<file path="src/nnd_pkg.sv">
// Shared types and constants for the NetBIOS name-service name decoder.
// No dependencies; every other file of the block imports this package.
package nnd_pkg;

  // Byte positions of interest within the payload.
  localparam logic [15:0] POS_OPCODE = 16'd2;
  localparam logic [15:0] POS_LENGTH = 16'd12;
  localparam logic [15:0] POS_MAX    = 16'hFFFF;

  // Header length, and header plus length byte plus one trailing byte.
  localparam logic [16:0] HDR_LEN      = 17'd12;
  localparam logic [16:0] MIN_OVERHEAD = 17'd14;

  // First-level encoding uses the characters 'A' to 'P'.
  localparam logic [7:0] CHAR_FIRST = 8'h41;
  localparam logic [7:0] CHAR_LAST  = 8'h50;

  // Registration opcode, the value of the register after reset.
  localparam logic [3:0] OPCODE_RESET = 4'd5;

  // Result queue depth: one waiting result plus the two one beat can produce.
  localparam int unsigned QUEUE_DEPTH = 3;

  typedef enum logic [2:0] {
    ST_OK        = 3'd0,
    ST_IGNORED   = 3'd1,
    ST_SHORT     = 3'd2,
    ST_TOO_LONG  = 3'd3,
    ST_TRUNCATED = 3'd4,
    ST_INVALID   = 3'd5,
    ST_EMPTY     = 3'd6
  } status_t;

  typedef enum logic {
    KIND_NAME   = 1'b0,
    KIND_STATUS = 1'b1
  } kind_t;

  typedef struct packed {
    kind_t       kind;
    logic [7:0]  name_byte;
    status_t     status;
    logic        malformed;
    logic        last;
  } result_t;

  // Results of one input beat: a name byte first, then the frame status.
  typedef struct packed {
    logic    name_vld;
    result_t name_res;
    logic    stat_vld;
    result_t stat_res;
  } step_out_t;

endpackage

</file>
<file path="src/nnd_decode.sv">
// Per-byte frame state and first-level name decoding.
// Depends on nnd_pkg; feeds its results to the result queue.
module nnd_decode (
  input  logic              clk,
  input  logic              rst_n,
  input  logic              accept,
  input  logic [7:0]        data_byte,
  input  logic              frame_end,
  input  logic [3:0]        accepted_opcode,
  output nnd_pkg::step_out_t res
);
  import nnd_pkg::*;

  logic [15:0] byte_position_r, byte_position_nxt;
  logic [3:0]  opcode_seen_r, opcode_seen_nxt;
  logic [7:0]  declared_length_r, declared_length_nxt;
  logic [7:0]  chars_left_r, chars_left_nxt;
  logic        half_pending_r, half_pending_nxt;
  logic [3:0]  high_nibble_r, high_nibble_nxt;
  logic        decode_stopped_r, decode_stopped_nxt;

  logic [15:0] total;
  logic [7:0]  char_off;
  logic        in_range;
  logic        match_now;
  logic        match_end;
  status_t     st;

  assign char_off = data_byte - CHAR_FIRST;
  assign in_range = (data_byte >= CHAR_FIRST) && (data_byte <= CHAR_LAST);
  assign match_now = opcode_seen_r == accepted_opcode;
  assign total = (byte_position_r == POS_MAX) ? POS_MAX : byte_position_r + 16'd1;

  always_comb begin
    opcode_seen_nxt     = opcode_seen_r;
    declared_length_nxt = declared_length_r;
    chars_left_nxt      = chars_left_r;
    half_pending_nxt    = half_pending_r;
    high_nibble_nxt     = high_nibble_r;
    decode_stopped_nxt  = decode_stopped_r;
    byte_position_nxt   = total;
    res                 = '0;
    res.name_res.kind   = KIND_NAME;
    res.stat_res.kind   = KIND_STATUS;
    res.stat_res.last   = 1'b1;
    st                  = ST_OK;
    match_end           = 1'b0;

    if (byte_position_r == POS_OPCODE) begin
      opcode_seen_nxt = data_byte[6:3];
    end else if (byte_position_r == POS_LENGTH) begin
      declared_length_nxt = data_byte;
      chars_left_nxt      = data_byte;
      half_pending_nxt    = 1'b0;
      high_nibble_nxt     = 4'd0;
      decode_stopped_nxt  = 1'b0;
    end else if (byte_position_r > POS_LENGTH && match_now && !decode_stopped_r &&
                 chars_left_r != 8'd0) begin
      if (in_range) begin
        if (half_pending_r) begin
          res.name_vld           = 1'b1;
          res.name_res.name_byte = {high_nibble_r, char_off[3:0]};
          half_pending_nxt       = 1'b0;
        end else begin
          high_nibble_nxt  = char_off[3:0];
          half_pending_nxt = 1'b1;
        end
        chars_left_nxt = chars_left_r - 8'd1;
      end else begin
        decode_stopped_nxt = 1'b1;
      end
    end

    if (frame_end) begin
      // The opcode test uses the value as it stands after this byte.
      match_end = opcode_seen_nxt == accepted_opcode;
      if ({1'b0, total} < HDR_LEN) begin
        st = ST_SHORT;
      end else if (!match_end) begin
        st = ST_IGNORED;
      end else if ({1'b0, total} == HDR_LEN) begin
        st = ST_TRUNCATED;
      end else if ({1'b0, total} < {9'd0, declared_length_nxt} + MIN_OVERHEAD) begin
        st = ST_TOO_LONG;
      end else if (chars_left_nxt != 8'd0 || half_pending_nxt) begin
        st = ST_INVALID;
      end else if (declared_length_nxt == 8'd0) begin
        st = ST_EMPTY;
      end else begin
        st = ST_OK;
      end
      res.stat_vld           = 1'b1;
      res.stat_res.status    = st;
      res.stat_res.malformed = st == ST_SHORT;

      byte_position_nxt   = 16'd0;
      opcode_seen_nxt     = 4'd0;
      declared_length_nxt = 8'd0;
      chars_left_nxt      = 8'd0;
      half_pending_nxt    = 1'b0;
      high_nibble_nxt     = 4'd0;
      decode_stopped_nxt  = 1'b0;
    end
  end

  always_ff @(posedge clk) begin
    if (!rst_n) begin
      byte_position_r   <= 16'd0;
      opcode_seen_r     <= 4'd0;
      declared_length_r <= 8'd0;
      chars_left_r      <= 8'd0;
      half_pending_r    <= 1'b0;
      high_nibble_r     <= 4'd0;
      decode_stopped_r  <= 1'b0;
    end else if (accept) begin
      byte_position_r   <= byte_position_nxt;
      opcode_seen_r     <= opcode_seen_nxt;
      declared_length_r <= declared_length_nxt;
      chars_left_r      <= chars_left_nxt;
      half_pending_r    <= half_pending_nxt;
      high_nibble_r     <= high_nibble_nxt;
      decode_stopped_r  <= decode_stopped_nxt;
    end
  end

  // Every frame end leaves the counter at the start of a new frame.
  a_clear_on_end: assert property (@(posedge clk) disable iff (!rst_n)
    (accept && frame_end) |=> (byte_position_r == 16'd0 && !half_pending_r))
    else $error("frame state not cleared after frame end");

  // A name byte only ever completes a pair that was pending.
  a_pair_complete: assert property (@(posedge clk) disable iff (!rst_n)
    (accept && res.name_vld) |-> half_pending_r)
    else $error("name byte emitted without a pending half");

endmodule

</file>
<file path="src/nnd_outq.sv">
// Three-entry result queue; takes up to two results a beat, gives one.
// Depends on nnd_pkg; its head drives the result ports of the top level.
module nnd_outq (
  input  logic               clk,
  input  logic               rst_n,
  input  logic               push,
  input  nnd_pkg::step_out_t res,
  input  logic               out_ready,
  output logic               out_valid,
  output nnd_pkg::result_t   head,
  output logic               in_ready
);
  import nnd_pkg::*;

  localparam int unsigned CNT_W = $clog2(QUEUE_DEPTH + 1);

  result_t           q_r   [QUEUE_DEPTH];
  result_t           q_nxt [QUEUE_DEPTH];
  logic [CNT_W-1:0]  count_r, count_nxt;
  logic [CNT_W-1:0]  base;
  logic [CNT_W-1:0]  n_push;
  logic              pop;
  result_t           first;
  result_t           keep;

  assign out_valid = count_r != '0;
  assign head      = q_r[0];
  assign pop       = out_valid && out_ready;
  assign base      = count_r - CNT_W'(pop);
  // Room for the worst case of two results from the next beat.
  assign in_ready  = base <= CNT_W'(QUEUE_DEPTH - 2);
  assign n_push    = push ? CNT_W'(res.name_vld) + CNT_W'(res.stat_vld) : '0;
  assign first     = res.name_vld ? res.name_res : res.stat_res;
  assign count_nxt = base + n_push;

  always_comb begin
    keep = q_r[0];
    for (int i = 0; i < QUEUE_DEPTH; i++) begin
      keep = q_r[i];
      if (pop && (i + 1 < QUEUE_DEPTH)) begin
        keep = q_r[(i + 1) % QUEUE_DEPTH];
      end
      if (CNT_W'(i) < base) begin
        q_nxt[i] = keep;
      end else if (CNT_W'(i) == base && n_push != '0) begin
        q_nxt[i] = first;
      end else if ((CNT_W + 1)'(i) == {1'b0, base} + (CNT_W + 1)'(1) &&
                   n_push == CNT_W'(2)) begin
        q_nxt[i] = res.stat_res;
      end else begin
        q_nxt[i] = keep;
      end
    end
  end

  always_ff @(posedge clk) begin
    if (!rst_n) begin
      count_r <= '0;
    end else begin
      count_r <= count_nxt;
    end
  end

  always_ff @(posedge clk) begin
    for (int i = 0; i < QUEUE_DEPTH; i++) begin
      q_r[i] <= q_nxt[i];
    end
  end

  a_no_overflow: assert property (@(posedge clk) disable iff (!rst_n)
    push |-> ({1'b0, base} + {1'b0, n_push}) <= (CNT_W + 1)'(QUEUE_DEPTH))
    else $error("result queue overflow");

  a_pair_kept: assert property (@(posedge clk) disable iff (!rst_n)
    (push && n_push == CNT_W'(2)) |=> count_r >= CNT_W'(2))
    else $error("second result of a beat lost");

endmodule

</file>
<file path="src/netbios_ns_name_decoder.sv">
// Top level of the NetBIOS name-service first-level name decoder.
// Depends on nnd_pkg, nnd_decode and nnd_outq.
//
//   channel  direction  handshake             payload
//   in_      input      in_valid / in_ready   in_data_byte, in_frame_end
//   out_     output     out_valid / out_ready out_kind, out_name_byte, out_status,
//                                             out_malformed, out_last
//   cfg_     input      cfg_we                cfg_accepted_opcode
//
// One byte is accepted per cycle while in_ready is high; the frame state is
// updated at acceptance and its results are registered in a three-entry queue
// ahead of the out_ ports. A beat can yield two results (name byte then
// status), which leave the queue one at a time. in_ready falls only when the
// queue could not take two more results. Synchronous active-low reset empties
// the queue, clears the frame state and sets the opcode register to registration.
module netbios_ns_name_decoder (
  input  logic        clk,
  input  logic        rst_n,
  input  logic        in_valid,
  output logic        in_ready,
  input  logic [7:0]  in_data_byte,
  input  logic        in_frame_end,
  output logic        out_valid,
  input  logic        out_ready,
  output logic        out_kind,
  output logic [7:0]  out_name_byte,
  output logic [2:0]  out_status,
  output logic        out_malformed,
  output logic        out_last,
  input  logic        cfg_we,
  input  logic [3:0]  cfg_accepted_opcode
);
  import nnd_pkg::*;

  logic [3:0] accepted_opcode_r;
  logic       accept;
  step_out_t  step_res;
  result_t    head;

  assign accept = in_valid && in_ready;

  always_ff @(posedge clk) begin
    if (!rst_n) begin
      accepted_opcode_r <= OPCODE_RESET;
    end else if (cfg_we) begin
      accepted_opcode_r <= cfg_accepted_opcode;
    end
  end

  nnd_decode u_decode (
    .clk             (clk),
    .rst_n           (rst_n),
    .accept          (accept),
    .data_byte       (in_data_byte),
    .frame_end       (in_frame_end),
    .accepted_opcode (accepted_opcode_r),
    .res             (step_res)
  );

  nnd_outq u_outq (
    .clk       (clk),
    .rst_n     (rst_n),
    .push      (accept),
    .res       (step_res),
    .out_ready (out_ready),
    .out_valid (out_valid),
    .head      (head),
    .in_ready  (in_ready)
  );

  assign out_kind      = head.kind;
  assign out_name_byte = head.name_byte;
  assign out_status    = head.status;
  assign out_malformed = head.malformed;
  assign out_last      = head.last;

  // The malformed flag goes with the short-header status and nothing else.
  a_malformed: assert property (@(posedge clk) disable iff (!rst_n)
    out_valid |-> (out_malformed == (out_kind && out_status == ST_SHORT)))
    else $error("malformed flag disagrees with status");

endmodule

</file>
<file path="config.mk">
export PLATFORM = sky130hd
export DESIGN_NAME = netbios_ns_name_decoder
export DESIGN_NICKNAME = d
export VERILOG_FILES = /design/src/nnd_pkg.sv /design/src/nnd_decode.sv /design/src/nnd_outq.sv /design/src/netbios_ns_name_decoder.sv
export SDC_FILE = /design/constraint.sdc
export NUM_CORES = 1
export LEC_CHECK = 0
export BUFFER_PORTS_ARGS = -buffer_cell sky130_fd_sc_hd__buf_4
export CAP_MARGIN = 40
export CORE_UTILIZATION = 55
export CTS_CLUSTER_DIAMETER = 150
export DETAILED_ROUTE_END_ITERATION = 12
export PLACE_DENSITY = 0.72
export SYNTH_ARGS = -nofsm -noshare
export SYNTH_HDL_FRONTEND = slang
export SYNTH_SLANG_ARGS = --single-unit
</file>
<file path="constraint.sdc">
create_clock -name clk -period 5.84 [get_ports clk]
set_clock_uncertainty 0.2 [all_clocks]
set_input_delay 0.292 -clock clk [delete_from_list [all_inputs] [get_ports clk]]
set_output_delay 0.292 -clock clk [all_outputs]
set_load 0.05 [all_outputs]
</file>
==> impl_metrics.json <==
{
  "hold_viol": 0,
  "fillers": 840,
  "setup_violations": 0,
  "io_pins": 34,
  "arrival_ps": 5300,
  "grt_pass1_wl_um": 23900,
  "yosys-top-cells-area": "dfxtp_1, edfxtp_1, nor2_1, mux2i_1, nand2_1",
  "multi_input_area_sq_um": 3233,
  "cp.required_ps": 5910,
  "netlist_area_sq_um": 5450,
  "die-area_sq_um": 10310,
  "worst-path-buf-inv": 0,
  "r2r_slack_ps": 610,
  "grt_util_met3_pct": 4.555,
  "ir_drop_uv": 215.4,
  "core-area_sq_um": 9415,
  "leakagePower_nw": 2.359,
  "met1_usage_pct": 38.11,
  "slew_headroom_pct": 38.58,
  "ctsHtreeMaxLevel": 3,
  "vias": 5139,
  "die-height_um": 101.5,
  "regArea_sq_um": 1912,
  "async_flop_share_pct": 0,
  "finalCritPeriodShare_pct": 89.61,
  "synth_top_area_share_pct": 27.92,
  "antenna_left": 0,
  "drv_slew": 0,
  "max_stage_delay_ps": 620,
  "slowest_stage": "or4_1",
  "yosysMostFrequentCell": "nor2_1",
  "synth_top_cell_by_area": "dfxtp_1",
  "fin_nets": 741,
  "antenna_found_initial": 0,
  "die_w_um": 101.5,
  "synthCells": 689,
  "dp_hpwl_um": 10570,
  "io_buffers": 33,
  "placed_area_sq_um": 5723,
  "cts.sink_count": 89,
  "postCtsSetupBuffers": 0,
  "wirelength_um": 14790,
  "cts-root-buf": "clkbuf_8",
  "design_area_sq_um": 5993,
  "grt_start_max_net_pins": 44,
  "synth_warnings": 0,
  "critPathLaunchType": "flop",
  "setup_tns_ps": 0,
  "synth-edff-count": 13,
  "rsz0062_at_grt": "no",
  "clock_latency_ps": 370,
  "worstMarginPinSlew_ps": 921.4,
  "finalCriticalPeriod_ps": 5233,
  "num_rows": 35,
  "ys_types": 71,
  "critPathMaxFanout": 17,
  "gr-total-overflow": 0,
  "max-cap-violations": 0,
  "clkTransAtPathRegs_ps": 90,
  "synth_common_cells": "nor2_1, dfxtp_1, nand2_1, a21oi_1, clkbuf_1",
  "endpoint_kind": "flop",
  "gp_congestion": 0.9456,
  "via_per_inst": 6.140,
  "n_antenna_cell": 0,
  "synth_ff_type": "dfxtp_1",
  "start_util_pct": 57.89,
  "fmax_mhz": 191.1,
  "avgRoutedWirePerCell_um": 17.67,
  "hold_buffers": 7,
  "ys_seq_area_share_pct": 35.08,
  "cellPowerDensity_nw_per_um2": 289.5,
  "min_path_type": "in -> reg",
  "syn_area_per_cell_sq_um": 7.910,
  "outcome": "finished clean",
  "cts_resized": 0,
  "grtUsageTotal_pct": 29.91,
  "setup_slack_ps": 606.7,
  "synthToLayoutAreaGrowth_pct": 9.963,
  "gr-usage-met2_pct": 50.73,
  "grt_pass1_vias": 4873,
  "final_layout_size_suffix_gt1_share_pct": 11.30,
  "busiest_layer": "met2",
  "dr.pass1.iters": 5,
  "cts_buffers": 9,
  "crit_type": "reg -> reg",
  "cts_tree": "done",
  "drtIter0Drc": 305,
  "cp_cell_sequence": "or4_4, or4_1, or2_0, a21boi_0, xor2_1, ha_1, nand2_1, nor2_1, a2111oi_0, a21oi_1, a2111oi_2, nor3_1, a211o_1, o22ai_1",
  "path_delay_family": "compound AO/OA/AOI/OAI gates",
  "cts_buffer_depth": 2,
  "drc": 0,
  "synth_seq_cells": 89,
  "post-place-ws_ps": 717.2
}
-- worst reg2reg max path, stage by stage (launching register included) --
cell and delay, ps:
dfxtp_1 430, or4_4 550, or4_1 620, or2_0 600
a21boi_0 380, xor2_1 180, ha_1 260, nand2_1 90
nor2_1 40, a2111oi_0 420, a21oi_1 150, a2111oi_2 570
nor3_1 120, a211o_1 350, o22ai_1 190
-- layout make-up --
cell class	instances	area share, %
multi-input cells	529	53.95
clock buffers	10	2.129
clock inverters	6	1.211
flip-flops and latches	89	31.90
well taps	129	2.693
repair buffers	50	6.618
inverters	24	1.503
-- stage by stage --
step	hold slack, ps	utilization [%]	instances	power (mW)
6_report	10.67	63.65	837	1.735
5_1_grt	20.68	63.65	837	1.812
4_1_cts	0.6035	63.65	837	1.740
3_5_place_dp	273.3	60.78	814	1.291
3_3_place_gp	267.5	60.66	813	1.276
2_1_floorplan	153.9	-	696	1.162
-- placed cells by master, fill, tap and decap left out, types with 11 or more instances in the layout --
master,Yosys,final
edfxtp_1,13,13
nor2_1,86,86
xnor2_1,14,14
buf_4,11,42
a21oi_1,41,41
and3_1,11,11
nand3_1,24,24
nand2_1,73,73
o22ai_1,15,15
ha_1,20,20
mux2i_1,29,29
a22oi_1,26,26
nor3_1,22,22
o21ai_0,35,35
dfxtp_1,76,76
inv_1,22,22
a31oi_1,12,12
-- logic make-up (layout without fill, tap and decap cells) --
kind of cell,count (synthesis),after routing,share of synthesized area (%)
other cells,2,9,0.1378
compound gates,178,178,21.44
buf+inv,78,90,6.198
mux,30,30,5.533
flops,89,89,35.08
simple gates,273,273,23.97
fa+ha+maj,20,20,4.591
xor+xnor,19,19,3.053
-- report_power, final --
group | total, mW | leakage, nW | internal [mW] | switching [mW]
logic | 0.535 | 1.52 | 0.184 | 0.351
registers | 0.751 | 0.737 | 0.703 | 0.0477
clock network | 0.449 | 0.0979 | 0.204 | 0.246
total | 1.73 | 2.36 | 1.09 | 0.644
-- per-layer routing --
| metal | up-vias | part of all wire [%] |
|---|---|---|
| li1 | 2486 | - |
| met1 | 2462 | 45 |
| met2 | 163 | 48 |
| met3 | 28 | 5.1 |
| met4 | 0 | 2.4 |
| met5 | - | 0 |
-- final timing paths --
| kind | start | end | cells past startpoint |
|---|---|---|---|
| setup / recovery | u_decode.byte_position_r[11] | u_outq.q_r[0][2] | 14 |
| hold / removal | rst_n | u_decode.decode_stopped_r | 3 |
| setup reg to reg | u_decode.byte_position_r[11] | u_outq.q_r[0][2] | 14 |
| hold reg to reg | u_outq.q_r[0][13] | u_outq.q_r[0][13] | 2 |
-- sequential cells by signal, indices dropped and copies added, names as in the netlist --
signal	count
u_outq.q_r	41
accepted_opcode_r	4
u_decode.high_nibble_r	4
u_decode.opcode_seen_r	4
u_decode.declared_length_r	8
u_decode.chars_left_r	8
u_decode.half_pending_r	1
u_outq.count_r	2
u_decode.byte_position_r	16
u_decode.decode_stopped_r	1
Power figures use the tool's default switching activity.
